$ cat src/ahsp_pkg.sv
`default_nettype none
package ahsp_pkg;

	// Result kinds
	localparam logic [1:0] KIND_FIELD = 2'd0;
	localparam logic [1:0] KIND_END   = 2'd1;
	localparam logic [1:0] KIND_ERROR = 2'd2;

	// Field codes that the parser treats specially
	localparam logic [5:0] FC_VER_MAJOR   = 6'd0;
	localparam logic [5:0] FC_VER_MINOR   = 6'd1;
	localparam logic [5:0] FC_DATA_OFFSET = 6'd2;
	localparam logic [5:0] FC_BLOCK_COUNT = 6'd5;
	localparam logic [5:0] FC_COMP_BLOCK  = 6'd8;
	localparam logic [5:0] FC_DEC_BLOCK   = 6'd18;
	localparam logic [5:0] FC_DEC_TRACKS  = 6'd23;
	localparam logic [5:0] FC_DEC_CHCFG   = 6'd24;
	localparam logic [5:0] FC_NONE        = 6'h3F;

	// Magic word after masking each byte to seven bits
	localparam logic [31:0] MAGIC_WORD = 32'h4843_4100;
	localparam logic [7:0]  TAG_MASK   = 8'h7F;
	localparam logic [7:0]  NIBBLE     = 8'h0F;

	// Section kinds
	localparam logic [3:0] SK_NONE = 4'd0;
	localparam logic [3:0] SK_DEC  = 4'd3;
	localparam logic [3:0] DEC_SPLIT_OFFSET = 4'd6;

	localparam logic [31:0] TAG_WORDS [0:8] = '{
		32'h0000_0000, 32'h666d_7400, 32'h636f_6d70, 32'h6465_6300, 32'h7662_7200,
		32'h6174_6800, 32'h6c6f_6f70, 32'h6369_7068, 32'h7276_6100
	};

	localparam logic [3:0] SECT_LEN [0:8] = '{
		4'd0, 4'd12, 4'd12, 4'd8, 4'd4, 4'd2, 4'd12, 4'd2, 4'd4
	};

	localparam logic [5:0] SECT_CODE [0:8][0:11] = '{
		'{6'h3F, 6'h3F, 6'h3F, 6'h3F, 6'h3F, 6'h3F, 6'h3F, 6'h3F, 6'h3F, 6'h3F, 6'h3F, 6'h3F},
		'{6'd3,  6'h3F, 6'h3F, 6'd4,  6'h3F, 6'h3F, 6'h3F, 6'd5,  6'h3F, 6'd6,  6'h3F, 6'd7},
		'{6'h3F, 6'd8,  6'd9,  6'd10, 6'd11, 6'd12, 6'd13, 6'd14, 6'd15, 6'd16, 6'h3F, 6'd17},
		'{6'h3F, 6'd18, 6'd19, 6'd20, 6'd21, 6'd22, 6'd23, 6'd25, 6'h3F, 6'h3F, 6'h3F, 6'h3F},
		'{6'h3F, 6'd26, 6'h3F, 6'd27, 6'h3F, 6'h3F, 6'h3F, 6'h3F, 6'h3F, 6'h3F, 6'h3F, 6'h3F},
		'{6'h3F, 6'd28, 6'h3F, 6'h3F, 6'h3F, 6'h3F, 6'h3F, 6'h3F, 6'h3F, 6'h3F, 6'h3F, 6'h3F},
		'{6'h3F, 6'h3F, 6'h3F, 6'd29, 6'h3F, 6'h3F, 6'h3F, 6'd30, 6'h3F, 6'd31, 6'h3F, 6'd32},
		'{6'h3F, 6'd33, 6'h3F, 6'h3F, 6'h3F, 6'h3F, 6'h3F, 6'h3F, 6'h3F, 6'h3F, 6'h3F, 6'h3F},
		'{6'h3F, 6'h3F, 6'h3F, 6'd34, 6'h3F, 6'h3F, 6'h3F, 6'h3F, 6'h3F, 6'h3F, 6'h3F, 6'h3F}
	};

	// Everything one byte causes, handed from the parser to the result side
	typedef struct packed {
		logic        err;
		logic        fld;
		logic        split;
		logic [5:0]  code;
		logic [31:0] value;
		logic        fin;
		logic [31:0] size;
	} rec_t;

	// Section kind of a tag word, none when unknown
	function automatic logic [3:0] tag_kind(input logic [31:0] word);
		logic [3:0] k;
		k = SK_NONE;
		for (int i = 1; i < 9; i++) begin
			if (TAG_WORDS[i] == word) begin
				k = 4'(i);
			end
		end
		return k;
	endfunction

endpackage
`default_nettype wire

$ cat src/ahsp_front.sv
`default_nettype none
module ahsp_front (
	input  wire logic              clk,
	input  wire logic              arst_n,
	input  wire logic              accept,
	input  wire logic [7:0]        data_byte,
	input  wire logic              frame_start,
	output ahsp_pkg::rec_t         rec,
	output logic                   rec_valid
);

	typedef enum logic [2:0] {
		PH_MAGIC, PH_HEAD, PH_TAG, PH_SECT, PH_DONE
	} phase_t;

	phase_t      ph_q, c_ph, n_ph;
	logic [31:0] pos_q, c_pos, n_pos, pos_inc;
	logic [1:0]  ts_q, c_ts, n_ts;
	logic [3:0]  sk_q, c_sk, n_sk;
	logic [3:0]  so_q, c_so, n_so;
	logic [31:0] acc_q, c_acc, n_acc, acc_sh, acc_m;
	logic [15:0] hdo_q, c_hdo, n_hdo;
	logic        cs_q, c_cs, n_cs;
	logic        ds_q, c_ds, n_ds;
	logic [31:0] tb_q, c_tb, n_tb;
	logic [15:0] cbb_q, c_cbb, n_cbb;
	logic [15:0] dbb_q, c_dbb, n_dbb;
	logic [31:0] prod_q;
	logic [15:0] bs_sel;
	logic [31:0] bound;
	logic [5:0]  code;
	logic [3:0]  kind;
	logic        chk;
	ahsp_pkg::rec_t r;

	// Block size chosen for the end result; the product is kept registered
	always_comb begin
		bs_sel = cs_q ? cbb_q : (ds_q ? dbb_q : 16'd0);
	end

	// Parse one byte: a frame start parses from the reset state
	always_comb begin
		c_ph  = frame_start ? PH_MAGIC : ph_q;
		c_pos = frame_start ? 32'd0 : pos_q;
		c_ts  = frame_start ? 2'd0 : ts_q;
		c_sk  = frame_start ? ahsp_pkg::SK_NONE : sk_q;
		c_so  = frame_start ? 4'd0 : so_q;
		c_acc = frame_start ? 32'd0 : acc_q;
		c_hdo = frame_start ? 16'd0 : hdo_q;
		c_cs  = frame_start ? 1'b0 : cs_q;
		c_ds  = frame_start ? 1'b0 : ds_q;
		c_tb  = frame_start ? 32'd0 : tb_q;
		c_cbb = frame_start ? 16'd0 : cbb_q;
		c_dbb = frame_start ? 16'd0 : dbb_q;
		n_ph = c_ph; n_pos = c_pos; n_ts = c_ts; n_sk = c_sk; n_so = c_so;
		n_acc = c_acc; n_hdo = c_hdo; n_cs = c_cs; n_ds = c_ds; n_tb = c_tb;
		n_cbb = c_cbb; n_dbb = c_dbb;
		r = '0;
		chk = 1'b0;
		pos_inc = c_pos + 32'd1;
		acc_sh = {c_acc[23:0], data_byte};
		acc_m = {c_acc[23:0], data_byte & ahsp_pkg::TAG_MASK};
		kind = c_sk;
		code = ahsp_pkg::SECT_CODE[c_sk][c_so];
		unique case (c_ph)
			PH_MAGIC: begin
				n_acc = acc_m;
				n_pos = pos_inc;
				if (pos_inc >= 32'd4) begin
					n_acc = '0;
					if (acc_m != ahsp_pkg::MAGIC_WORD) begin
						r.err = 1'b1;
						n_ph = PH_DONE;
					end else begin
						n_ph = PH_HEAD;
					end
				end
			end
			PH_HEAD: begin
				n_pos = pos_inc;
				if (c_pos == 32'd4) begin
					r.fld = 1'b1;
					r.code = ahsp_pkg::FC_VER_MAJOR;
					r.value = {24'd0, data_byte};
				end else if (c_pos == 32'd5) begin
					r.fld = 1'b1;
					r.code = ahsp_pkg::FC_VER_MINOR;
					r.value = {24'd0, data_byte};
				end else if (c_pos == 32'd6) begin
					n_acc = {24'd0, data_byte};
				end else begin
					n_hdo = {c_acc[7:0], data_byte};
					n_acc = '0;
					r.fld = 1'b1;
					r.code = ahsp_pkg::FC_DATA_OFFSET;
					r.value = {16'd0, c_acc[7:0], data_byte};
				end
				if (pos_inc >= 32'd8) begin
					n_ph = PH_TAG;
					n_ts = 2'd0;
					chk = 1'b1;
				end
			end
			PH_TAG: begin
				n_acc = acc_m;
				n_pos = pos_inc;
				n_ts = c_ts + 2'd1;
				if (c_ts == 2'd3) begin
					n_acc = '0;
					if (acc_m == 32'd0) begin
						// A zero tag always ends the header
						r.fin = 1'b1;
						n_ph = PH_DONE;
					end else begin
						kind = ahsp_pkg::tag_kind(acc_m);
						n_sk = kind;
						if (kind != ahsp_pkg::SK_NONE) begin
							n_ph = PH_SECT;
							n_so = 4'd0;
						end else begin
							chk = 1'b1;
						end
					end
				end
			end
			PH_SECT: begin
				n_acc = acc_sh;
				n_pos = pos_inc;
				if (c_sk == ahsp_pkg::SK_DEC && c_so == ahsp_pkg::DEC_SPLIT_OFFSET) begin
					// Tracks and channel config share one byte
					r.fld = 1'b1;
					r.split = 1'b1;
					r.code = ahsp_pkg::FC_DEC_TRACKS;
					r.value = {24'd0, data_byte};
					n_acc = '0;
				end else if (code != ahsp_pkg::FC_NONE) begin
					r.fld = 1'b1;
					r.code = code;
					r.value = acc_sh;
					n_acc = '0;
					if (code == ahsp_pkg::FC_BLOCK_COUNT) begin
						n_tb = acc_sh;
					end else if (code == ahsp_pkg::FC_COMP_BLOCK) begin
						n_cbb = acc_sh[15:0];
						n_cs = 1'b1;
					end else if (code == ahsp_pkg::FC_DEC_BLOCK) begin
						n_dbb = acc_sh[15:0];
						n_ds = 1'b1;
					end
				end
				n_so = c_so + 4'd1;
				if (n_so >= ahsp_pkg::SECT_LEN[c_sk]) begin
					n_so = 4'd0;
					n_sk = ahsp_pkg::SK_NONE;
					n_ph = PH_TAG;
					chk = 1'b1;
				end
			end
			PH_DONE: begin
			end
			default: begin
			end
		endcase
		// End when the next tag would start at or past data offset minus two
		bound = {16'd0, n_hdo} - 32'd2;
		if (chk && n_pos >= bound) begin
			r.fin = 1'b1;
			n_ph = PH_DONE;
		end
		r.size = r.fin ? ({16'd0, n_hdo} + prod_q) : 32'd0;
	end

	assign rec = r;
	assign rec_valid = accept && (r.err || r.fld || r.fin);

	// Parser state
	always_ff @(posedge clk or negedge arst_n) begin
		if (!arst_n) begin
			ph_q <= PH_MAGIC;
			pos_q <= '0;
			ts_q <= '0;
			sk_q <= ahsp_pkg::SK_NONE;
			so_q <= '0;
			acc_q <= '0;
			hdo_q <= '0;
			cs_q <= 1'b0;
			ds_q <= 1'b0;
			tb_q <= '0;
			cbb_q <= '0;
			dbb_q <= '0;
			prod_q <= '0;
		end else begin
			prod_q <= 32'(bs_sel) * tb_q;
			if (accept) begin
				ph_q <= n_ph;
				pos_q <= n_pos;
				ts_q <= n_ts;
				sk_q <= n_sk;
				so_q <= n_so;
				acc_q <= n_acc;
				hdo_q <= n_hdo;
				cs_q <= n_cs;
				ds_q <= n_ds;
				tb_q <= n_tb;
				cbb_q <= n_cbb;
				dbb_q <= n_dbb;
			end
		end
	end

endmodule
`default_nettype wire

$ cat src/ahsp_fifo.sv
`default_nettype none
module ahsp_fifo #(
	parameter int DEPTH = 4
) (
	input  wire logic      clk,
	input  wire logic      arst_n,
	input  wire logic      wr_en,
	input  ahsp_pkg::rec_t wr_data,
	input  wire logic      rd_en,
	output ahsp_pkg::rec_t rd_data,
	output logic           full,
	output logic           empty
);

	localparam int PW = (DEPTH > 1) ? $clog2(DEPTH) : 1;
	localparam int CW = $clog2(DEPTH + 1);
	localparam logic [PW-1:0] LAST = PW'(DEPTH - 1);
	localparam logic [CW-1:0] FULLC = CW'(DEPTH);

	ahsp_pkg::rec_t mem_q [DEPTH];
	logic [PW-1:0] wp_q, rp_q;
	logic [CW-1:0] cnt_q;
	logic do_wr, do_rd;

	assign full  = (cnt_q == FULLC);
	assign empty = (cnt_q == '0);
	assign do_wr = wr_en && !full;
	assign do_rd = rd_en && !empty;
	assign rd_data = mem_q[rp_q];

	// Storage for waiting words
	always_ff @(posedge clk) begin
		if (do_wr) begin
			mem_q[wp_q] <= wr_data;
		end
	end

	// Pointers and fill count
	always_ff @(posedge clk or negedge arst_n) begin
		if (!arst_n) begin
			wp_q <= '0;
			rp_q <= '0;
			cnt_q <= '0;
		end else begin
			if (do_wr) begin
				wp_q <= (wp_q == LAST) ? '0 : wp_q + PW'(1);
			end
			if (do_rd) begin
				rp_q <= (rp_q == LAST) ? '0 : rp_q + PW'(1);
			end
			if (do_wr && !do_rd) begin
				cnt_q <= cnt_q + CW'(1);
			end else if (do_rd && !do_wr) begin
				cnt_q <= cnt_q - CW'(1);
			end
		end
	end

endmodule
`default_nettype wire

$ cat src/ahsp_back.sv
`default_nettype none
module ahsp_back (
	input  wire logic        clk,
	input  wire logic        arst_n,
	input  ahsp_pkg::rec_t   q_data,
	input  wire logic        q_empty,
	output logic             q_pop,
	input  wire logic        pop,
	output logic             empty,
	output logic [1:0]       result_kind,
	output logic [5:0]       field_code,
	output logic [31:0]      field_value,
	output logic [31:0]      file_size,
	output logic             last
);

	// Pending results of the held record: error, field, second field, end
	ahsp_pkg::rec_t cur_q;
	logic [3:0] rem_q, rem_after;
	logic take, load;

	assign empty = (rem_q == 4'd0);
	assign take = pop && !empty;
	assign rem_after = rem_q & (rem_q - 4'd1);
	assign last = !empty && (rem_after == 4'd0);
	assign load = empty || (take && rem_after == 4'd0);
	assign q_pop = load && !q_empty;

	// Present the oldest pending result of the held record
	always_comb begin
		result_kind = ahsp_pkg::KIND_FIELD;
		field_code = '0;
		field_value = '0;
		file_size = '0;
		priority if (rem_q[0]) begin
			result_kind = ahsp_pkg::KIND_ERROR;
		end else if (rem_q[1]) begin
			field_code = cur_q.code;
			field_value = cur_q.split ? {28'd0, cur_q.value[7:4]} : cur_q.value;
		end else if (rem_q[2]) begin
			field_code = ahsp_pkg::FC_DEC_CHCFG;
			field_value = {24'd0, cur_q.value[7:0] & ahsp_pkg::NIBBLE};
		end else if (rem_q[3]) begin
			result_kind = ahsp_pkg::KIND_END;
			file_size = cur_q.size;
		end else begin
			result_kind = ahsp_pkg::KIND_FIELD;
		end
	end

	// Held record
	always_ff @(posedge clk) begin
		if (q_pop) begin
			cur_q <= q_data;
		end
	end

	always_ff @(posedge clk or negedge arst_n) begin
		if (!arst_n) begin
			rem_q <= '0;
		end else if (load) begin
			rem_q <= q_empty ? 4'd0 : {q_data.fin, q_data.split, q_data.fld, q_data.err};
		end else if (take) begin
			rem_q <= rem_after;
		end
	end

endmodule
`default_nettype wire

$ cat src/audio_header_section_parser_top.sv
`default_nettype none
// Header parser for a tagged audio container, one header byte per word and one
// word per cycle. Each accepted byte is parsed in the cycle it arrives; the
// words it causes (at most two: a field, a split pair, an error or an end word,
// or a field then an end word) wait in a queue of QUEUE_DEPTH records and leave
// one per cycle while pop is high, each via the held record register. Input
// is refused only when that queue is full, so bytes are taken one a cycle while
// results are taken and the bytes cause no more words than there are cycles; a
// byte that causes two words holds the result side until both are taken. A byte
// with frame_start high restarts the parser; after an end or error word later
// bytes are accepted and ignored until the next frame start.
module audio_header_section_parser_top #(
	parameter int QUEUE_DEPTH = 4
) (
	input  wire logic        clk,
	input  wire logic        arst_n,
	input  wire logic        push,
	output logic             full,
	input  wire logic [7:0]  data_byte,
	input  wire logic        frame_start,
	output logic             empty,
	input  wire logic        pop,
	output logic [1:0]       result_kind,
	output logic [5:0]       field_code,
	output logic [31:0]      field_value,
	output logic [31:0]      file_size,
	output logic             last
);

	ahsp_pkg::rec_t rec, q_data;
	logic rec_valid, accept, q_empty, q_pop;

	assign accept = push && !full;

	ahsp_front u_front (
		.clk(clk), .arst_n(arst_n), .accept(accept), .data_byte(data_byte),
		.frame_start(frame_start), .rec(rec), .rec_valid(rec_valid)
	);

	ahsp_fifo #(.DEPTH(QUEUE_DEPTH)) u_fifo (
		.clk(clk), .arst_n(arst_n), .wr_en(rec_valid), .wr_data(rec),
		.rd_en(q_pop), .rd_data(q_data), .full(full), .empty(q_empty)
	);

	ahsp_back u_back (
		.clk(clk), .arst_n(arst_n), .q_data(q_data), .q_empty(q_empty), .q_pop(q_pop),
		.pop(pop), .empty(empty), .result_kind(result_kind), .field_code(field_code),
		.field_value(field_value), .file_size(file_size), .last(last)
	);

endmodule
`default_nettype wire

$ cat config.mk
export PLATFORM = sky130hd
export DESIGN_NAME = audio_header_section_parser_top
export DESIGN_NICKNAME = d
export VERILOG_FILES = /design/src/ahsp_pkg.sv /design/src/ahsp_front.sv /design/src/ahsp_fifo.sv /design/src/ahsp_back.sv /design/src/audio_header_section_parser_top.sv
export SDC_FILE = /design/constraint.sdc
export NUM_CORES = 2
export LEC_CHECK = 0
export BUFFER_PORTS_ARGS = -buffer_cell sky130_fd_sc_hd__buf_2
export CORE_ASPECT_RATIO = 0.8
export CORE_UTILIZATION = 69
export CTS_BUF_LIST = sky130_fd_sc_hd__clkbuf_16
export DETAILED_ROUTE_END_ITERATION = 6
export HOLD_SLACK_MARGIN = 0.02
export PLACE_DENSITY = 0.89
export SLEW_MARGIN = 15
export SYNTH_ARGS = -nofsm -noshare
export SYNTH_HDL_FRONTEND = slang
export SYNTH_SLANG_ARGS = --single-unit
$ cat constraint.sdc
create_clock -name clk -period 25.5 [get_ports clk]
set_input_delay 1.275 -clock clk [delete_from_list [all_inputs] [get_ports clk]]
set_output_delay 1.275 -clock clk [all_outputs]
set_load 0.05 [all_outputs]
==> flow_summary.yaml <==
cells_and_area:
  final_common_cell: "nand2_1"
  final_util_pct: 75.0
  final_cell_mix: "nand2_1, edfxtp_1, inv_1"
  design.final.nets: 3879
  instances_no_fill: 4180
  n_fill_cell: 3293
  drive_above_1_share_pct: 10.0
  synthToLayoutAreaGrowth_pct: 6.70
power:
  power_frac_seq_pct: 45.6
  p_total_uw: 2860
  power_frac_clock_pct: 28.6
  p_sw_share_pct: 34.7
  power_frac_comb_pct: 25.8
  leakage_uw: 0.0159
  cell_internal_pwr_uw: 1870
  ir_drop_mv: 0.0788
  switching_power_uw: 992
  power_density_nw_per_um2: 70.5
sta:
  slew_violations: 0
  tightest_slew_ps: 1170
  worst_hold_slack_ps: 482
  setup_viol: 0
  period_share_pct: 32.6
  max_freq_ghz: 0.120
  grt_setup_unrepaired: "no"
  fin_tns_setup_ps: 0
  worst_clock_skew_ps: 30.9
  fin_crit_ps: 8310
  hold_violations: 0
  slew_headroom_pct: 22.0
worst_setup_path:
  crit_path_cell_trace: "nor2b_1 > a22o_1 > nand2_1 > fa_1 > fa_1 > inv_1 > fa_1 > inv_1 > fa_1 > fa_1 > inv_1 > fa_1 > ha_1 > a21oi_1 > nor2b_1 > o21ai_0 > nand2b_1 > o21a_1 > a21oi_1 > a211oi_1 > a31o_2 > o41ai_1 > xnor2_1"
  start_kind: "register"
  worstSetupPathType: "reg -> reg"
  crit_top_cell: "fa_1"
  setup.worst_path.end_class: "register"
  critPathBufInv: 3
  required_ps: 26010
  critical-path-top-delay-family: "adder cells"
  r2r_setup_slack_ps: 17190
  cp_max_fo: 19
  critPathMaxStageDelay_ps: 970
  cpMaxStageDelayCell: "nor2b_1"
  arrival_ps: 8820
synthesis:
  postSynthAreaPerCell_um2: 10.9
  ys_ff_latch: 561
  synth_top_area_cell: "edfxtp_1"
  ys_dominant_reg_cell: "edfxtp_1"
  synth_edf_count: 367
  synth_cell_types: 96
  yosysWarningCount: 0
  syn_nets: 3923
  yosys.area.top_type_share_pct: 29.0
  synth_seq_area_share_pct: 41.7
  postSynthCellCount: 3477
  synth_area_leaders: "edfxtp_1, fa_1, dfrtp_1, nand2_1, mux4_2"
  synth.cell_area_um2: 38100
  async_flop_share_pct: 34.6
routing:
  met1_length_um: 38800
  highest_layer: "met5"
  drc: 0
  wl_per_cell_um: 24.8
  totalWireLength_um: 104000
  met3_length_um: 14400
  vias: 28000
  wl_met2_um: 46300
  via_per_inst: 6.71
  dr.first_iter.drc_count: 3973
  ant_nets: 0
  dr.pass1.iters: 6
floorplanning:
  chipWidth_um: 265
  core_area_um2: 54100
  dieArea_um2: 56100
  initial_core_util_pct: 70.3
  rows: 76
  die_y_um: 212
  num_io_pins: 88
place:
  post-dp-hpwl_um: 69400
  gp_congestion: 0.986
  portBuffers: 87
  dp_cells: 4081
clocking:
  cts_hold_buf: 0
  cts.clk_slew.worst_paths_ps: 70
  cts_tree: "done"
  worstSkewPairLatency_ps: 640
  clock-sinks: 561
  post_cts_buffers: 0
  cts_max_path_buffers: 3
  cts_made_buffers: 52
  h-tree-depth: 2
  root_buffer: "clkbuf_16"
  ctsResizeCount: 0
global_routing:
  grt_pass1_vias: 28200
  antenna_found_initial: 1
  grt.overflow.total: 0
  grt_max_degree: 84
  grt_use_total_pct: 37.7
  grt_pass1_wl_um: 160000
hold_path:
  hp-class: "reg -> reg"
outcome:
  status: "finished clean"
run:
  cap_violations: 0
[flip-flops by register name (all words and copies together) (netlist names), 24 cells and up]
name	count
u_front.acc_q	24
u_fifo.mem_q	296
u_back.cur_q	71
u_front.pos_q	32
u_front.tb_q	32
u_front.prod_q	32
[layout make-up]
class                   instances  area [µm²]  area share [%]
repair buffers                122         709            1.75
inverters                     330        1240            3.05
multi-input cells            2366       20100            49.5
diodes                          1        2.50         0.00616
flip-flops and latches        561       15900            39.1
clock inverters                46         493            1.21
well taps                     702         878            2.16
clock buffers                  52        1300            3.20
[metrics by stage]
stage	setup WS [ps]	area (µm²)
finish	17190	40600
global route	16810	40600
CTS	17390	40600
detailed placement	17150	38800
global placement	17340	38800
floorplan	16820	38100
[synthesized netlist by cell type (11+ instances only)]
library cell,number
mux2i_1,13
o31ai_1,12
and2_1,99
xor2_1,29
ha_1,127
a211oi_1,14
nand2b_1,28
dfrtp_1,194
nor3_1,64
nand3_1,35
a21oi_1,88
or3_1,11
buf_1,29
nor2b_1,98
nand4_1,29
edfxtp_1,367
nand2_1,545
mux4_2,74
clkbuf_1,157
o21a_1,11
xnor2_1,98
o21ai_0,126
buf_2,25
a21o_1,25
a22oi_1,50
and3_1,51
nor4_1,21
nor3b_1,11
inv_1,327
a22o_1,63
nor2_1,167
fa_1,306
[worst paths after layout]
path / startpoint / end / depth (start not counted)
max: u_front.cs_q$_DFFE_PN0P_ / u_front.prod_q[31]$_DFF_PN0_ / 23
min: u_front.cbb_q[1]$_DFFE_PN0P_ / u_front.cbb_q[1]$_DFFE_PN0P_ / 2
max reg2reg: u_front.cs_q$_DFFE_PN0P_ / u_front.prod_q[31]$_DFF_PN0_ / 23
min reg2reg: u_front.cbb_q[1]$_DFFE_PN0P_ / u_front.cbb_q[1]$_DFFE_PN0P_ / 2
max in group asynchronous: arst_n / u_fifo.rp_q[0]$_DFFE_PN0P_ / 2
min in group asynchronous: arst_n / u_front.dbb_q[4]$_DFFE_PN0P_ / 1
[worst min-delay path: stages, from the launching register on]
cell and delay, ps:
dfrtp_1 350, nand2_1 60, nand2_1 50
[power groups by stage]
stage / combinational (µW) / sequential, µW / clock (µW)
after CTS: 737 / 1300 / 822
after global routing: 772 / 1310 / 860
final: 737 / 1310 / 819
after detailed placement: 725 / 1310 / 0
after floorplan: 595 / 1220 / 0
after global placement: 699 / 1290 / 0
[routing by layer]
layer  GRT usage [%]  vias up
li1                -    11800
met1            52.4    13800
met2            57.8     2161
met3            10.0      368
met4            13.9        2
met5               0        -
[cells by family (layout without fill, tap and decap cells)]
kind of cell	Yosys count	after routing	share of synthesized area, %
other cells	0	1	0
xor+xnor	127	127	2.92
buf+inv	550	550	5.61
fa+ha+maj	434	434	20.3
compound gates	488	488	8.77
simple gates	1217	1217	15.5
flops	561	561	41.7
mux	100	100	5.14
(Power assumes the default switching activity.)
